$ cat src/hdl/pwtok_pkg.sv
// Shared types and constants for the pipe and whitespace tokenizer.
// Used by the front, back and top-level modules; depends on nothing else.

package pwtok_pkg;

    // Fixed widths of the result fields.
    localparam int unsigned CMD_OUT_W   = 4;
    localparam int unsigned ARG_OUT_W   = 6;
    localparam int unsigned START_OUT_W = 12;
    localparam int unsigned LEN_OUT_W   = 13;
    localparam int unsigned TOTAL_OUT_W = 5;

    // Character codes that steer the split.
    localparam logic [7:0] CH_NUL   = 8'h00;
    localparam logic [7:0] CH_TAB   = 8'h09;
    localparam logic [7:0] CH_LF    = 8'h0A;
    localparam logic [7:0] CH_CR    = 8'h0D;
    localparam logic [7:0] CH_SPACE = 8'h20;
    localparam logic [7:0] CH_PIPE  = 8'h7C;

    // Record kind codes.
    localparam logic KIND_TOKEN   = 1'b0;
    localparam logic KIND_SUMMARY = 1'b1;

    // One queue entry: the records that one input item causes.
    typedef struct packed {
        logic                   tok_valid;
        logic [CMD_OUT_W-1:0]   cmd;
        logic [ARG_OUT_W-1:0]   arg;
        logic [START_OUT_W-1:0] start;
        logic [LEN_OUT_W-1:0]   len;
        logic                   sum_valid;
        logic [TOTAL_OUT_W-1:0] total;
    } t_rec;

endpackage

$ cat src/hdl/pipe_and_whitespace_tokenizer_core.sv
// Top level of the pipe and whitespace tokenizer.
// Depends on pwtok_pkg, pwtok_front, pwtok_fifo and pwtok_back.

// The block takes a command line one byte per cycle and reports one token record for
// each kept token (command index, argument index, start offset, length) and a summary
// record with the command count after the byte marked as the line end. A byte is
// classified and the line state updated in the cycle it is accepted, so bytes stream
// in at one per cycle; the records of a byte enter a four-entry queue and leave
// through a registered output, one record per cycle while the receiver is ready.
// A line-end byte that also closes a token sends its token record, then its summary.
// The input stalls only while the queue is full. No clearing pass follows reset.

module pipe_and_whitespace_tokenizer_core
    import pwtok_pkg::*;
#(
    parameter int unsigned ARG_SLOTS     = 64,
    parameter int unsigned COMMAND_SLOTS = 16,
    parameter int unsigned LINE_BYTES    = 4096
) (
    input  logic                   i_clk,
    input  logic                   i_rst_n,
    input  logic                   i_in_valid,
    output logic                   o_in_ready,
    input  logic [7:0]             i_line_byte,
    input  logic                   i_line_end,
    output logic                   o_out_valid,
    input  logic                   i_out_ready,
    output logic                   o_record_kind,
    output logic [CMD_OUT_W-1:0]   o_command_index,
    output logic [ARG_OUT_W-1:0]   o_argument_index,
    output logic [START_OUT_W-1:0] o_token_start,
    output logic [LEN_OUT_W-1:0]   o_token_length,
    output logic [TOTAL_OUT_W-1:0] o_command_total,
    output logic                   o_final_record
);

    localparam int unsigned QUEUE_DEPTH = 4;

    logic accept;
    logic push;
    logic full;
    logic empty;
    logic pop;
    t_rec front_rec;
    t_rec head_rec;

    assign o_in_ready = !full;
    assign accept     = i_in_valid && !full;

    // Byte classification and line state.
    pwtok_front #(
        .ARG_SLOTS     (ARG_SLOTS),
        .COMMAND_SLOTS (COMMAND_SLOTS),
        .LINE_BYTES    (LINE_BYTES)
    ) u_front (
        .i_clk       (i_clk),
        .i_rst_n     (i_rst_n),
        .i_accept    (accept),
        .i_line_byte (i_line_byte),
        .i_line_end  (i_line_end),
        .o_push      (push),
        .o_rec       (front_rec)
    );

    // Queue between the two parts.
    pwtok_fifo #(
        .WIDTH ($bits(t_rec)),
        .DEPTH (QUEUE_DEPTH)
    ) u_fifo (
        .i_clk   (i_clk),
        .i_rst_n (i_rst_n),
        .i_push  (push),
        .i_data  (front_rec),
        .o_full  (full),
        .i_pop   (pop),
        .o_data  (head_rec),
        .o_empty (empty)
    );

    // Record output.
    pwtok_back u_back (
        .i_clk            (i_clk),
        .i_rst_n          (i_rst_n),
        .i_head           (head_rec),
        .i_empty          (empty),
        .o_pop            (pop),
        .o_valid          (o_out_valid),
        .i_ready          (i_out_ready),
        .o_record_kind    (o_record_kind),
        .o_command_index  (o_command_index),
        .o_argument_index (o_argument_index),
        .o_token_start    (o_token_start),
        .o_token_length   (o_token_length),
        .o_command_total  (o_command_total),
        .o_final_record   (o_final_record)
    );

endmodule

$ cat src/hdl/pwtok_fifo.sv
// Small first-in first-out queue of flip-flops between the front and back parts.
// Generic in width and depth; depends on no package.

module pwtok_fifo #(
    parameter int unsigned WIDTH = 8,
    parameter int unsigned DEPTH = 4
) (
    input  logic             i_clk,
    input  logic             i_rst_n,
    input  logic             i_push,
    input  logic [WIDTH-1:0] i_data,
    output logic             o_full,
    input  logic             i_pop,
    output logic [WIDTH-1:0] o_data,
    output logic             o_empty
);

    localparam int unsigned PTR_W = (DEPTH > 1) ? $clog2(DEPTH) : 1;
    localparam int unsigned CNT_W = $clog2(DEPTH + 1);

    logic [WIDTH-1:0] r_mem [DEPTH];
    logic [PTR_W-1:0] r_wr_ptr;
    logic [PTR_W-1:0] r_rd_ptr;
    logic [CNT_W-1:0] r_count;

    logic do_push;
    logic do_pop;

    assign o_full  = (r_count == CNT_W'(DEPTH));
    assign o_empty = (r_count == '0);
    assign o_data  = r_mem[r_rd_ptr];
    assign do_push = i_push && !o_full;
    assign do_pop  = i_pop && !o_empty;

    // Storage is written only, so it needs no reset.
    always_ff @(posedge i_clk) begin
        if (do_push) begin
            r_mem[r_wr_ptr] <= i_data;
        end
    end

    // Pointers wrap at the depth; the count tells full from empty.
    always_ff @(posedge i_clk) begin
        if (!i_rst_n) begin
            r_wr_ptr <= '0;
            r_rd_ptr <= '0;
            r_count  <= '0;
        end else begin
            if (do_push) begin
                r_wr_ptr <= (r_wr_ptr == PTR_W'(DEPTH - 1)) ? '0 : r_wr_ptr + 1'b1;
            end
            if (do_pop) begin
                r_rd_ptr <= (r_rd_ptr == PTR_W'(DEPTH - 1)) ? '0 : r_rd_ptr + 1'b1;
            end
            if (do_push && !do_pop) begin
                r_count <= r_count + 1'b1;
            end else if (do_pop && !do_push) begin
                r_count <= r_count - 1'b1;
            end
        end
    end

endmodule

$ cat src/hdl/pwtok_front.sv
// Front part: classifies each byte, keeps the line state and builds queue entries.
// Depends on pwtok_pkg for the character codes and the entry type.

module pwtok_front
    import pwtok_pkg::*;
#(
    parameter int unsigned ARG_SLOTS     = 64,
    parameter int unsigned COMMAND_SLOTS = 16,
    parameter int unsigned LINE_BYTES    = 4096
) (
    input  logic       i_clk,
    input  logic       i_rst_n,
    input  logic       i_accept,
    input  logic [7:0] i_line_byte,
    input  logic       i_line_end,
    output logic       o_push,
    output t_rec       o_rec
);

    localparam int unsigned POS_W = $clog2(LINE_BYTES + 1);
    localparam int unsigned OFF_W = $clog2(LINE_BYTES);
    localparam int unsigned ARG_W = $clog2(ARG_SLOTS);
    localparam int unsigned CMD_W = $clog2(COMMAND_SLOTS + 1);

    logic [POS_W-1:0] r_pos,    n_pos;
    logic             r_inside, n_inside;
    logic [OFF_W-1:0] r_cts,    n_cts;
    logic [ARG_W-1:0] r_seg,    n_seg;
    logic [CMD_W-1:0] r_cf,     n_cf;
    logic             r_skip,   n_skip;
    logic             r_stop,   n_stop;

    logic             brk_line;
    logic             is_pipe;
    logic             is_ws;
    logic [POS_W-1:0] tok_len;

    // Byte classes; a byte past the line size acts as a zero byte.
    always_comb begin
        brk_line = (i_line_byte == CH_NUL) || (r_pos >= POS_W'(LINE_BYTES));
        is_pipe  = (i_line_byte == CH_PIPE);
        is_ws    = (i_line_byte == CH_SPACE) || (i_line_byte == CH_TAB) ||
                   (i_line_byte == CH_CR) || (i_line_byte == CH_LF);
    end

    // Next line state and the records this byte causes.
    always_comb begin
        n_pos    = r_pos;
        n_inside = r_inside;
        n_cts    = r_cts;
        n_seg    = r_seg;
        n_cf     = r_cf;
        n_skip   = r_skip;
        n_stop   = r_stop;
        tok_len  = '0;
        o_rec    = '0;

        if (!r_stop) begin
            if (brk_line || is_pipe || is_ws) begin
                // A separator closes the open token.
                if (n_inside) begin
                    tok_len         = r_pos - POS_W'(n_cts);
                    o_rec.tok_valid = 1'b1;
                    o_rec.cmd       = CMD_OUT_W'(n_cf);
                    o_rec.arg       = ARG_OUT_W'(n_seg);
                    o_rec.start     = START_OUT_W'(n_cts);
                    o_rec.len       = LEN_OUT_W'(tok_len);
                    n_seg           = n_seg + 1'b1;
                    n_inside        = 1'b0;
                    if (n_seg >= ARG_W'(ARG_SLOTS - 1)) begin
                        n_skip = 1'b1;
                    end
                end
                // A pipe or a line break also closes the segment.
                if (brk_line || is_pipe) begin
                    if (n_seg != '0) begin
                        n_cf = n_cf + 1'b1;
                    end
                    n_seg    = '0;
                    n_skip   = 1'b0;
                    n_inside = 1'b0;
                    if (brk_line || (n_cf >= CMD_W'(COMMAND_SLOTS))) begin
                        n_stop = 1'b1;
                    end
                end
            end else if (!n_inside && !n_skip) begin
                n_inside = 1'b1;
                n_cts    = r_pos[OFF_W-1:0];
            end
            if (r_pos < POS_W'(LINE_BYTES)) begin
                n_pos = r_pos + 1'b1;
            end
        end

        // The last byte closes what is still open and adds the summary.
        if (i_line_end) begin
            if (!n_stop) begin
                if (n_inside) begin
                    tok_len         = n_pos - POS_W'(n_cts);
                    o_rec.tok_valid = 1'b1;
                    o_rec.cmd       = CMD_OUT_W'(n_cf);
                    o_rec.arg       = ARG_OUT_W'(n_seg);
                    o_rec.start     = START_OUT_W'(n_cts);
                    o_rec.len       = LEN_OUT_W'(tok_len);
                    n_seg           = n_seg + 1'b1;
                end
                if (n_seg != '0) begin
                    n_cf = n_cf + 1'b1;
                end
            end
            o_rec.sum_valid = 1'b1;
            o_rec.total     = TOTAL_OUT_W'(n_cf);
            n_pos    = '0;
            n_inside = 1'b0;
            n_cts    = '0;
            n_seg    = '0;
            n_cf     = '0;
            n_skip   = 1'b0;
            n_stop   = 1'b0;
        end
    end

    assign o_push = i_accept && (o_rec.tok_valid || o_rec.sum_valid);

    // Line state advances on every accepted item.
    always_ff @(posedge i_clk) begin
        if (!i_rst_n) begin
            r_pos    <= '0;
            r_inside <= 1'b0;
            r_cts    <= '0;
            r_seg    <= '0;
            r_cf     <= '0;
            r_skip   <= 1'b0;
            r_stop   <= 1'b0;
        end else if (i_accept) begin
            r_pos    <= n_pos;
            r_inside <= n_inside;
            r_cts    <= n_cts;
            r_seg    <= n_seg;
            r_cf     <= n_cf;
            r_skip   <= n_skip;
            r_stop   <= n_stop;
        end
    end

endmodule

$ cat src/hdl/pwtok_back.sv
// Back part: takes queue entries and sends their records one at a time.
// Depends on pwtok_pkg for the entry type and the record kind codes.

module pwtok_back
    import pwtok_pkg::*;
(
    input  logic                   i_clk,
    input  logic                   i_rst_n,
    input  t_rec                   i_head,
    input  logic                   i_empty,
    output logic                   o_pop,
    output logic                   o_valid,
    input  logic                   i_ready,
    output logic                   o_record_kind,
    output logic [CMD_OUT_W-1:0]   o_command_index,
    output logic [ARG_OUT_W-1:0]   o_argument_index,
    output logic [START_OUT_W-1:0] o_token_start,
    output logic [LEN_OUT_W-1:0]   o_token_length,
    output logic [TOTAL_OUT_W-1:0] o_command_total,
    output logic                   o_final_record
);

    logic r_valid;
    logic r_half;
    logic load;
    logic emit_tok;

    // The output register loads when it is empty or being drained.
    assign load     = !i_empty && (!r_valid || i_ready);
    assign emit_tok = i_head.tok_valid && !r_half;
    assign o_pop    = load && (!emit_tok || !i_head.sum_valid);
    assign o_valid  = r_valid;

    // Handshake state; the half flag marks a token already sent ahead of its summary.
    always_ff @(posedge i_clk) begin
        if (!i_rst_n) begin
            r_valid <= 1'b0;
            r_half  <= 1'b0;
        end else begin
            if (load) begin
                r_valid <= 1'b1;
                r_half  <= emit_tok && i_head.sum_valid;
            end else if (i_ready) begin
                r_valid <= 1'b0;
            end
        end
    end

    // Record payload.
    always_ff @(posedge i_clk) begin
        if (load) begin
            if (emit_tok) begin
                o_record_kind    <= KIND_TOKEN;
                o_command_index  <= i_head.cmd;
                o_argument_index <= i_head.arg;
                o_token_start    <= i_head.start;
                o_token_length   <= i_head.len;
                o_command_total  <= '0;
                o_final_record   <= 1'b0;
            end else begin
                o_record_kind    <= KIND_SUMMARY;
                o_command_index  <= '0;
                o_argument_index <= '0;
                o_token_start    <= '0;
                o_token_length   <= '0;
                o_command_total  <= i_head.total;
                o_final_record   <= 1'b1;
            end
        end
    end

endmodule
$ cat config.mk
export PLATFORM = sky130hd
export DESIGN_NAME = pipe_and_whitespace_tokenizer_core
export DESIGN_NICKNAME = d
export VERILOG_FILES = /design/src/hdl/pwtok_pkg.sv /design/src/hdl/pipe_and_whitespace_tokenizer_core.sv /design/src/hdl/pwtok_fifo.sv /design/src/hdl/pwtok_front.sv /design/src/hdl/pwtok_back.sv
export SDC_FILE = /design/constraint.sdc
export NUM_CORES = 1
export LEC_CHECK = 0
export CAP_MARGIN = 20
export CORE_ASPECT_RATIO = 0.75
export CORE_MARGIN = 2
export CORE_UTILIZATION = 45
export CTS_CLUSTER_DIAMETER = 40
export CTS_CLUSTER_SIZE = 14
export DETAILED_ROUTE_END_ITERATION = 10
export DONT_BUFFER_PORTS = 1
export SETUP_SLACK_MARGIN = 0.4
export SYNTH_ARGS = -nofsm -noshare
export SYNTH_HDL_FRONTEND = slang
export SYNTH_SLANG_ARGS = --single-unit
$ cat constraint.sdc
create_clock -name i_clk -period 6.6 [get_ports i_clk]
set_clock_uncertainty 0.2 [all_clocks]
set_input_delay 1.32 -clock i_clk [delete_from_list [all_inputs] [get_ports i_clk]]
set_output_delay 1.32 -clock i_clk [all_outputs]
set_load 0.05 [all_outputs]
; ---- Yosys cells after proc, flatten, opt, wreduce, memory -nomap -nowiden
; Memories as Yosys holds them, arrays and structs flattened. A register that Yosys moved wholly into a read port is not among the register bits.
; Index checks and enable logic that the tools add are counted.
[classes]
magnitude_cmp = 4
n_reduce_logical = 41
n_addsub = 11
mux = 59
n_eq_ne = 9
[op_table]
columns = cell, count
row1 = 2-to-1 mux 36 bit, 5
row2 = 2-to-1 mux 6 bit, 10
row3 = 2-to-1 mux 5 bit, 10
row4 = 2-to-1 mux 12 bit, 4
row5 = 2-to-1 mux 42 bit, 1
row6 = 2-to-1 mux 13 bit, 3
row7 = subtractor 13 x 12 -> 13 bit, 2
row8 = equality test 8 x 4 -> 1 bit (second input constant), 3
row9 = 2-to-1 mux 1 bit, 20
row10 = adder 13 x 1 -> 13 bit (second input constant), 1
row11 = greater-or-equal comparator 13 bit (second input constant), 1
row12 = less-than comparator 13 bit (second input constant), 1
row13 = adder 6 x 1 -> 6 bit (second input constant), 2
row14 = nonzero test 6 bit, 2
row15 = logical AND 1 bit, 11
row16 = adder 5 x 1 -> 5 bit (second input constant), 2
row17 = logical NOT 1 bit, 10
row18 = logical OR 1 bit, 10
row19 = equality test 8 x 6 -> 1 bit (second input constant), 1
row20 = equality test 8 x 7 -> 1 bit (second input constant), 1
row21 = logical NOT 8 bit, 1
row22 = 2-to-1 mux 2 bit, 4
row23 = greater-or-equal comparator 6 bit (second input constant), 1
row24 = 2-to-1 mux 3 bit, 2
row25 = 11 further kinds, 16
[word_totals]
regBits = 89
in_bits = 13
ram_bits = 168
out_inout_bits = 44
memories = 1
[memory_table]
columns = name, depth, width, read_ports, rd_ports_with_merged_regs, write_ports, line_no
row1 = u_fifo.r_mem, 4, 42, 1, 1, 1, pwtok_fifo.sv:21  ; logic [WIDTH-1:0] r_mem [DEPTH];

; ---- Longest topological paths before layout
; Gate-level depths: netlist of the first run.
[logic_depth]
ltp_word = 31
mapped_depth = 17
depth_no_buf = 16

; ---- Hierarchy
; Synthesis of the first run repeated with hierarchy kept, for this count alone.
[unflattened]
cells_unflattened = 1006
area_unflattened_um2 = 12822.3
[by_module_without_submodules]
columns = mod, cells_per_inst, area_per_inst_um2, seq_area_each_um2, instances
row1 = pwtok_fifo, 271, 6593.8, 5225.0, 1
row2 = pwtok_front, 636, 4590.7, 780.7, 1
row3 = pwtok_back, 97, 1627.8, 1271.2, 1
row4 = pipe_and_whitespace_tokenizer_core, 2, 10.0, 0.0, 1

; ---- Least setup slack after synthesis of the first run
; Ideal clock, no wire load.
[synth_path]
kind = input port to flip-flop
from = in i_out_ready
to = reg u_fifo.r_count[2]
cell_stages = 9
arrival_ps = 5113
n_path_buf = 0
setup_ps = 76
slack_ps = 1212
cell_sequence = inv_1 a21oi_1 o21ai_1 ha_1 inv_1 fa_1 xor2_1 or3_1 a21boi_0
[synth_via]
elab_chain_cells = 7
word_cells_on_any_way = 9
[synth_rtl]
columns = element, line_no
row1 = start: declaration, pipe_and_whitespace_tokenizer_core.sv:27  ; input logic i_out_ready,
row2 = logical OR 1 bit *, pwtok_back.sv:29  ; assign load = !i_empty && (!r_valid || i_ready);
row3 = logical AND 1 bit *, pwtok_back.sv:29
row4 = net u_back.load, pwtok_back.sv:25  ; logic load;
row5 = logical AND 1 bit *, pwtok_back.sv:31  ; assign o_pop = load && (!emit_tok || !i_head.sum_valid);
row6 = logical AND 1 bit *, pwtok_fifo.sv:33  ; assign do_pop = i_pop && !o_empty;
row7 = logical NOT 1 bit, pwtok_fifo.sv:55  ; if (do_push && !do_pop) begin
row8 = logical AND 1 bit, pwtok_fifo.sv:55
row9 = 2-to-1 mux 3 bit / nonzero test 2 bit (equally long branches), -
row10 = end signal: assignment, pwtok_fifo.sv:56  ; r_count <= r_count + 1'b1;
row11 = end signal: assignment, pwtok_fifo.sv:58  ; r_count <= r_count - 1'b1;
row12 = end: declaration, pwtok_fifo.sv:24  ; logic [CNT_W-1:0] r_count;
; The timed path passes the listed nets; every way through them passes the cells marked *.
; A chain may end at the register's enable or synchronous reset.

==> impl_metrics.toml, run 1 <==
[status]
status = "finished clean"

[cells_and_area]
drive_above_1_share_pct = 14.33
final_area_sq_mm = 0.01378
area_growth_pct = 11.66
final_nets = 992
diodes = 0

[setup_path]
cp_slowest_cell = "o31ai_1"
cp_slowest_stage_delay_ps = 540
crit_chain = "nand2b_1, nor4_2, nor3_2, nand2_1, nand2_1, o21ai_0, ha_1, o21ai_0, nand3_1, o21ai_0, o31ai_1, a2111oi_4, nor3_1, o31ai_2, xnor2_1, o22ai_1"
crit_arrival_ps = 4980
required_ps = 6700
startpoint_type = "input pin"
end_kind = "flop"
crit_type = "input pin to flop"
path_max_fanout = 7
cpMostUsedCell = "o21ai_0"

[drt]
drc = 0
dr_total_vias = 7611
post_drt_via_cell_ratio = 5.762
wl_per_cell_um = 20.85
drt-pass1-iter-count = 6
routed_wirelength_um = 27540
postRouteAntennaNets = 0
drt-initial-drc-count = 744

[power_and_ir_drop]
peakVddDrop_v = 0.0001861
powerDensity_mw_per_mm2 = 380.9
p_leak_nw = 4.668

[placed_design]
place_hpwl_um = 18180
portBuffers = 0
dp_slack_ps = 1206
placed_area_sq_mm = 0.01267
gp_congestion = 0.9189

[cts]
post_cts_buffers = 0
post_cts_resized = 0
clockBufferDepth = 3
root_buffer = "clkbuf_16"
ctsHoldBuffers = 0
cts_tree = "built"
clkLatencyLatePin_ps = 520
clkSinkCount = 259
cts_made_buffers = 34
htree_levels = 2
path_clk_slew_ps = 60

[yosys]
synth_cell_types = 73
synth_commonest_cells = "edfxtp_1 (209), nor2b_1 (66), nor2_1 (55), dfxtp_1 (50), nand2_1 (48)"
syn_avg_cell_area_sq_um = 13.03
yosysWarnings = 0
synth_edf_count = 209
synth-async-reset-ratio_pct = 0
syn-cell-area_sq_mm = 0.01234
synthCells = 947
ys_seq_area_share_pct = 58.97
ys_ff_latch = 259
syn_nets = 995
synth_top_cells_by_area = "edfxtp_1 (51%), dfxtp_1 (8.1%), mux4_2 (7.7%), ha_1 (3.3%), nor2b_1 (3.3%)"
yosys.area.top_type_share_pct = 50.86
yosysMostFrequentCell = "edfxtp_1"
yosys.area.top_type = "edfxtp_1"
synthFlopType = "edfxtp_1"

[sta]
worst_slack_ps = 1723
fin_setup_tns_ps = 0
hold_viol = 0
setup_viol = 0
post-route-period-util_pct = 73.90
min_period_ps = 4877
timing.slew.headroom_pct = 31.77
drv_slew = 0
max_freq_mhz = 205.0
rsz0062_at_grt = "no"
worstMarginPinSlew_ps = 1022

[die]
dieHeight_um = 147.4
ioPinCount = 57
core_sq_mm = 0.02700
fp.dieW_um = 195.2
start_util_pct = 45.70
die_area_sq_mm = 0.02877
row_count = 52

[flow_run]
maxCapViolCount = 0

[grt]
gr-usage-all-layers_pct = 19.74
grt_pass1_vias = 7552
grt_pass1_wl_um = 43590
grt_max_degree = 49
antenna_found_initial = 0
grt_overflow = 0

[hold_path]
hp-class = "flop to flop"
[where the power goes]
part	switching [mW]	leakage [nW]	internal [mW]	total, mW
registers	0.558	2.40	2.07	2.62
logic	0.503	1.75	0.349	0.853
clock network	0.734	0.522	1.04	1.77
[worst max-delay path, delay by kind of cell]
kind / cells / cell delay (ps)
compound gates: 7 / 1510
xor+xnor: 1 / 140
fa+ha+maj: 1 / 280
simple gates: 7 / 1710
[layer usage]
metal	vias to the layer above	track usage [%]	part of all wire [%]
met5	-	0	0
met2	262	28.77	42
met1	3745	30.46	50
met3	41	3.536	6.0
met4	0	5.267	1.6
li1	3563	-	-
[final timing paths]
| path | end | slack, ps | depth (start not counted) | startpoint |
|---|---|---|---|---|
| hold reg to reg | u_back.r_half$_SDFFE_PN0P_ | 300 | 1 | u_back.r_half$_SDFFE_PN0P_ |
| setup / recovery | u_fifo.r_mem[2][17]$_DFFE_PP_ | 1720 | 16 | i_line_byte[7] |
| setup reg to reg | u_fifo.r_mem[2][17]$_DFFE_PP_ | 2030 | 14 | u_front.r_stop$_SDFFE_PN0P_ |
| hold / removal | u_back.r_half$_SDFFE_PN0P_ | 300 | 1 | u_back.r_half$_SDFFE_PN0P_ |
[state kept, by name, indices dropped and copies added, names as in the netlist, named ones only]
name and cells:
u_front.r_skip 1, u_front.r_seg 6, u_fifo.r_count 3, u_back.o_command_index 4, u_front.r_cts 12, u_fifo.r_wr_ptr 2
u_front.r_inside 1, u_front.r_cf 5, u_front.r_stop 1, u_back.o_token_length 13, u_back.o_token_start 12, u_back.o_valid 1
u_front.r_pos 13, u_back.r_half 1, u_back.o_final_record 1, u_back.o_argument_index 6, u_fifo.r_mem 168, u_back.o_command_total 5
u_fifo.r_rd_ptr 2
[cells in the final DEF (no fill, tap or decap), types with 4 or more instances in the layout]
| cell | synthesis | layout |
|---|---|---|
| edfxtp_1 | 209 | 209 |
| nor2b_1 | 66 | 66 |
| nor2_1 | 55 | 54 |
| nand2_1 | 48 | 48 |
| dfxtp_1 | 50 | 48 |
| mux4_2 | 42 | 42 |
| inv_1 | 39 | 39 |
| clkbuf_16 | 0 | 35 |
| a21oi_1 | 35 | 34 |
| ha_1 | 33 | 33 |
| xnor2_1 | 32 | 32 |
| o21ai_0 | 32 | 32 |
| and2_1 | 33 | 29 |
| o22ai_1 | 25 | 25 |
| a22oi_1 | 23 | 23 |
| xor2_1 | 17 | 17 |
| nor3_1 | 15 | 15 |
| nand3_1 | 12 | 12 |
| or3_1 | 10 | 10 |
| buf_4 | 1 | 10 |
| a22o_1 | 9 | 9 |
| o21ai_1 | 8 | 8 |
| mux2i_1 | 6 | 6 |
| a21boi_0 | 6 | 6 |
| clkinvlp_4 | 0 | 6 |
| nand4_1 | 5 | 5 |
| o21a_1 | 5 | 5 |
| o211ai_1 | 5 | 5 |
| clkbuf_1 | 37 | 5 |
| inv_6 | 0 | 5 |
| nand2b_1 | 5 | 4 |
| a21oi_4 | 3 | 4 |
| and3_1 | 4 | 4 |
| and2_2 | 0 | 4 |
[cells by family after synthesis]
| group | count (synthesis) | synth area share (%) |
|---|---|---|
| buf+inv | 90 | 2.900 |
| flops | 259 | 58.97 |
| mux | 48 | 8.153 |
| simple gates | 273 | 11.85 |
| xor+xnor | 50 | 3.610 |
| fa+ha+maj | 35 | 3.671 |
| compound gates | 192 | 10.84 |
[final cells by class]
type / instances / area, sq um
clock inverters: 22 / 210.2
well taps: 351 / 439.2
clock buffers: 40 / 894.6
flip-flops and latches: 259 / 7279
inverters: 41 / 153.9
fillers: 2263 / 13220
multi-input cells: 598 / 4726
repair buffers: 10 / 75.07
[stage by stage]
| stage | hold WS, ps | utilization, % | total power, mW | std cells |
|---|---|---|---|---|
| after floorplan | 263.8 | - | 3.301 | 947 |
| after global placement | 273.2 | 46.94 | 3.522 | 1259 |
| after detailed placement | 283.8 | 46.94 | 3.529 | 1259 |
| after CTS | 297.3 | 51.03 | 5.315 | 1321 |
| after global routing | 311.1 | 51.03 | 5.472 | 1321 |
| final | 303.7 | 51.03 | 5.249 | 1321 |
Note: power is estimated with default switching activity, not from simulation.
==> run 2: changes to the inputs <==
clock period = 4.3 ns   (was 6.6 ns; I/O delays follow)
==> run 2 against run 1 <==
Against the previous run: utilization up 1.6 points; combinational power up 58%; worst hold slack worse by 53 ps; first-iteration DRC count down 6.9%; global-route usage up 0.076 points.
==> impl_metrics.toml, run 2 (synthesized netlist as in run 1, its figures left out) <==
[drt]
dr_total_vias = 7756
routed_wirelength_um = 27750
wl_per_cell_um = 20.51
wl_met3_um = 2113
route.met2.wl_um = 11740
top_layer = "met4"
drc = 0
drt-initial-drc-count = 693
post_drt_via_cell_ratio = 5.732
postRouteAntennaNets = 0
drt-pass1-iter-count = 5
wl_met1_um = 13320

[status]
status = "finished clean"

[sta]
worstMarginPinSlew_ps = 881.4
post-route-period-util_pct = 86.74
hold_viol = 0
min_period_ps = 3730
max_freq_mhz = 268.1
timing.slew.headroom_pct = 41.36
setup_viol = 0
rsz0062_at_grt = "yes"
drv_slew = 0
fin_setup_tns_ps = 0

[setup_path]
cpMostUsedCell = "o31ai_2"
critical_path.startpoint = "u_front.r_inside$_SDFFE_PN0P_"
path_max_fanout = 14
startpoint_type = "flop"
cp_slowest_stage_delay_ps = 450
crit_type = "flop to flop"
end_kind = "flop"
crit_arrival_ps = 3820
worstReg2RegStart = "u_front.r_inside$_SDFFE_PN0P_"
required_ps = 4390
cp_slowest_cell = "dfxtp_1"
crit_chain = "or2_2, nor3_4, nand2_2, o21ai_1, ha_2, inv_1, a31o_2, o31ai_2, a2111oi_4, nor3_2, o31ai_2, xnor2_1, o22ai_1"

[cts]
ctsHoldBuffers = 0
clkSinkCount = 259
clockBufferDepth = 3
htree_levels = 2
cts_made_buffers = 36
clkLatencyLatePin_ps = 510
root_buffer = "clkbuf_16"
path_clk_slew_ps = 60
cts_tree = "built"

[flow_run]
maxCapViolCount = 0

[cells_and_area]
multi_input_area_sq_mm = 0.004808
drive_above_1_share_pct = 18.86
final_nets = 1023
fillers = 2227
area_growth_pct = 15.16
largest_reg_flops = 168
diodes = 0
top_register = "u_fifo.r_mem"
reg_top3 = "u_fifo.r_mem x168, u_back.o_token_length x13, u_front.r_pos x13"
layout_common_cells = "edfxtp_1 (209), nor2b_1 (66), nor2_1 (52), nand2_1 (47), dfxtp_1 (46)"
stdcell_count = 1353
seq_area_sq_mm = 0.007282
final_common_cell = "edfxtp_1"

[die]
dieHeight_um = 147.4
core_sq_mm = 0.02700
start_util_pct = 45.70
ioPinCount = 57
fp.dieW_um = 195.2
die_area_sq_mm = 0.02877
row_count = 52

[grt]
grt_pass1_wl_um = 43550
grt_pass1_vias = 7409
grt_max_degree = 49
grt_overflow = 0
gr-usage-all-layers_pct = 19.82
antenna_found_initial = 0

[placed_design]
placedCellCount = 1288
place_hpwl_um = 18040
portBuffers = 0
gp_congestion = 0.9387

[power_and_ir_drop]
intPower_mw = 5.416
clkPwrFrac_pct = 34.5
p_comb_share_pct = 16.4
p_leak_nw = 4.893
p_sw_share_pct = 34.04
peakVddDrop_v = 0.0004166
powerDensity_mw_per_mm2 = 577.8
p_seq_share_pct = 49.1
p_sw_mw = 2.794

[hold_path]
holdCritStartpoint = "i_line_end"
hp-class = "input pin to flop"
## run 2: worst paths after layout
path | slack [ps] | endpoint | cells after the start
max | 570 | u_fifo.r_mem[1][17]$_DFFE_PP_ | 13
min | 250 | u_fifo.r_mem[0][5]$_DFFE_PP_ | 0
min reg2reg | 300 | u_back.r_half$_SDFFE_PN0P_ | 1
max reg2reg | 570 | u_fifo.r_mem[1][17]$_DFFE_PP_ | 13
## run 2: critical path, delay by kind of cell, from the launching register on
family | cells | cell delay, ps
buf+inv | 1 | 70
simple gates | 4 | 1040
flops | 1 | 450
xor+xnor | 1 | 130
fa+ha+maj | 1 | 250
compound gates | 6 | 1360
## run 2: timing repair
action                     CTS  global route
resized for setup            0            12
setup endpoints to repair    0            81
buffers inserted             0             0
## run 2: layer usage
metal / vias to the layer above / track usage, %
li1: 3621 / -
met1: 3786 / 30.29
met2: 306 / 28.75
met3: 43 / 4.084
met4: 0 / 5.420
met5: - / 0
## run 2: stage by stage
stage / power (mW) / area (sq um) / util (%) / worst slack [ps] / hold WS [ps]
2_1_floorplan: 5.065 / 12400 / - / 293.9 / 263.8
5_1_grt: 8.565 / 14210 / 52.63 / 399.2 / 234.2
4_1_cts: 8.303 / 14170 / 52.47 / 400.5 / 235.8
3_5_place_dp: 5.457 / 12980 / 48.08 / 126.8 / 287.5
3_3_place_gp: 5.453 / 12980 / 48.08 / 162.4 / 276.1
6_report: 8.210 / 14210 / 52.63 / 570.2 / 250.3
## run 2: layout make-up
class	instances	share of cell area, %
Inverter	41	1.083
Tap cell	351	3.091
Multi-Input combinational cell	598	33.84
Clock inverter	23	1.691
Sequential cell	259	51.25
Clock buffer	42	6.639
Timing Repair Buffer	39	2.413
## run 2: power by group through the flow
| stage | registers [mW] | clock network, mW | logic, mW |
|---|---|---|---|
| 2_1_floorplan | 4.02 | 0 | 1.04 |
| 3_3_place_gp | 4.09 | 0 | 1.37 |
| 3_5_place_dp | 4.09 | 0 | 1.37 |
| 4_1_cts | 4.04 | 2.89 | 1.37 |
| 5_1_grt | 4.07 | 3.01 | 1.49 |
| 6_report | 4.03 | 2.83 | 1.35 |
==> run 3: changes to the inputs <==
ABC_AREA = 1   (was not set)
CAP_MARGIN = 25   (was 20)
==> run 3 against run 2 <==
Against the previous run: utilization shrank 1.8 points; wire length is 13% higher; register-to-register slack improved by 310 ps; flip-flop and latch count is the same; power rose by 1.5%; combinational power grew 26%; die area grew 2.4%; clock-buffer cell count fell by 6; clock power decreased by 9.2%; largest power group unchanged.
==> impl_metrics.toml, run 3 <==
[yosys]
yosys.area.top_type = "edfxtp_1"
synth_top_family_by_area = "simple AND/OR/NAND/NOR gates"
synth_commonest_cells = "nand2_1 (246), nor2_1 (220), edfxtp_1 (209), inv_1 (131), o21ai_0 (121)"
synthAdderAreaFrac_pct = 3.582
synth-compound-area-share_pct = 12.01
synth_edf_count = 209
ys_ff_latch = 259
syn-cell-area_sq_mm = 0.01264
synthCells = 1363
syn_avg_cell_area_sq_um = 9.277
synthSimpleGateAreaFrac_pct = 19.41
yosysMostFrequentCell = "nand2_1"
synth-async-reset-ratio_pct = 0
yosysWarnings = 0
synth_cell_types = 48
synth_xor_area_share_pct = 1.178
yosys-mux-area-fraction_pct = 0.07916
ys_seq_area_share_pct = 57.55
yosys.area.top_type_share_pct = 49.63
synth_top_cells_by_area = "edfxtp_1 (50%), dfxtp_1 (7.9%), nand2_1 (7.3%), nor2_1 (6.5%), o21ai_0 (4.8%)"
synthFlopType = "edfxtp_1"
syn_nets = 1411

[cts]
htree_levels = 1
cts_tree = "built"
path_clk_slew_ps = 60
post_cts_buffers = 0
cts_made_buffers = 31
clkSinkCount = 259
clkLatencyLatePin_ps = 560
clockBufferDepth = 3
post_cts_resized = 0
root_buffer = "clkbuf_16"
ctsHoldBuffers = 0

[cells_and_area]
largest_reg_flops = 168
area_growth_pct = 11.93
top_register = "u_fifo.r_mem"
layout_common_cells = "nand2_1 (246), nor2_1 (215), edfxtp_1 (209), inv_1 (129), o21ai_0 (121)"
final_util_pct = 50.82
drive_above_1_share_pct = 9.071
final_common_cell = "nand2_1"
final_nets = 1412
diodes = 0
stdcell_count = 1746
reg_top3 = "u_fifo.r_mem x168, u_back.o_token_length x13, u_front.r_pos x13"

[drt]
drt-initial-drc-count = 800
routed_wirelength_um = 31370
postRouteAntennaNets = 0
dr_total_vias = 9469
drt-pass1-iter-count = 5
wl_per_cell_um = 17.97
post_drt_via_cell_ratio = 5.423
drc = 0

[setup_path]
path_delay_family = "simple AND/OR/NAND/NOR gates"
path_max_fanout = 14
crit_chain = "ha_1, nand2_1, nand2_1, nor2_1, nor2_2, nand2_1, nor2_2, nand3_4, nand2_2, xnor2_1, nand2_1, nand2_2, inv_2, nand3_4, clkinv_4, nand2_1, o21ai_0"
crit_type = "flop to flop"
end_kind = "flop"
cp_slowest_stage_delay_ps = 510
required_ps = 4300
crit_arrival_ps = 3420
startpoint_type = "flop"
cp_slowest_cell = "dfxtp_1"
cpMostUsedCell = "nand2_1"
critPathBufInv = 2

[sta]
max_freq_mhz = 292.5
setup_viol = 0
timing.slew.headroom_pct = 41.34
rsz0062_at_grt = "no"
worstMarginPinSlew_ps = 881.7
hold_viol = 0
drv_slew = 0
min_period_ps = 3419
post-route-period-util_pct = 79.52

[grt]
grt_pass1_vias = 8980
grt_pass1_wl_um = 50120
antenna_found_initial = 0
grt_max_degree = 71
gr-usage-all-layers_pct = 21.89
grt_overflow = 0

[die]
fp.dieW_um = 197.6
dieHeight_um = 149.2
row_count = 53
core_sq_mm = 0.02785
die_area_sq_mm = 0.02947
start_util_pct = 45.40
ioPinCount = 57

[power_and_ir_drop]
power_mw = 8.331
peakVddDrop_v = 0.0005156
powerDensity_mw_per_mm2 = 588.6
p_leak_nw = 5.500

[placed_design]
gp_congestion = 0.9778
place_hpwl_um = 19890
portBuffers = 0
placedCellCount = 1688

[flow_run]
maxCapViolCount = 0

[hold_path]
hp-class = "input pin to flop"

[status]
status = "finished clean"
run 3: path summary, 6_finish.rpt:
path                                 startpoint                            end  slack [ps]  depth (start not counted)
hold / removal                       i_line_end   u_fifo.r_mem[2][5]$_DFFE_PP_         220                          0
setup / recovery  u_front.r_seg[1]$_SDFFE_PN0P_  u_fifo.r_mem[2][22]$_DFFE_PP_         880                         17
hold reg to reg   u_front.r_cts[1]$_SDFFE_PN0P_  u_front.r_cts[1]$_SDFFE_PN0P_         270                          2
setup reg to reg  u_front.r_seg[1]$_SDFFE_PN0P_  u_fifo.r_mem[2][22]$_DFFE_PP_         880                         17
run 3: kinds of logic (layout without fill, tap and decap cells):
family,Yosys count,in the layout
buffers and inverters,193,219
multiplexers,1,1
adder cells (fa/ha/maj),35,35
AND/OR/NAND/NOR,580,580
AO/OA/AOI/OAI,278,278
flip-flops,259,259
XOR/XNOR,17,17
run 3: worst register-to-register path: stages (launching register included):
cell and delay [ps]:
dfxtp_1 510, ha_1 280, nand2_1 70, nand2_1 70, nor2_1 80, nor2_2 140, nand2_1 80, nor2_2 150
nand3_4 140, nand2_2 90, xnor2_1 180, nand2_1 110, nand2_2 150, inv_2 90, nand3_4 140, clkinv_4 210
nand2_1 110, o21ai_0 260
run 3: through the flow:
stage	worst slack, ps	area (sq um)	setup TNS [ps]	hold slack, ps
detailed placement	649.4	13130	0	265.3
floorplan	-185.2	12650	-31110	245.3
finish	880.7	14150	0	218.3
CTS	880.7	14150	0	198.4
global placement	720.8	13100	0	253.3
global route	587.9	14150	0	192.8
run 3: metal layers:
metal	GRT usage, %	vias up	share of wire [%]
li1	-	4638	-
met1	32.24	4510	47
met2	33.26	269	44
met3	4.183	52	6.6
met4	5.564	0	2.4
met5	0	-	0
run 3: layout make-up:
type / instances / area, sq um
fillers: 2519 / 13700
flip-flops and latches: 259 / 7278
multi-input cells: 911 / 4633
clock buffers: 36 / 794.5
inverters: 138 / 525.5
well taps: 357 / 446.7
repair buffers: 23 / 242.7
clock inverters: 22 / 232.7
run 3: where the power goes:
| part | total [mW] | leakage, nW | switching (mW) | internal, mW |
|---|---|---|---|---|
| Combinational | 1.70 | 2.60 | 1.24 | 0.464 |
| Clock | 2.57 | 0.503 | 1.08 | 1.49 |
| Sequential | 4.06 | 2.39 | 0.858 | 3.20 |
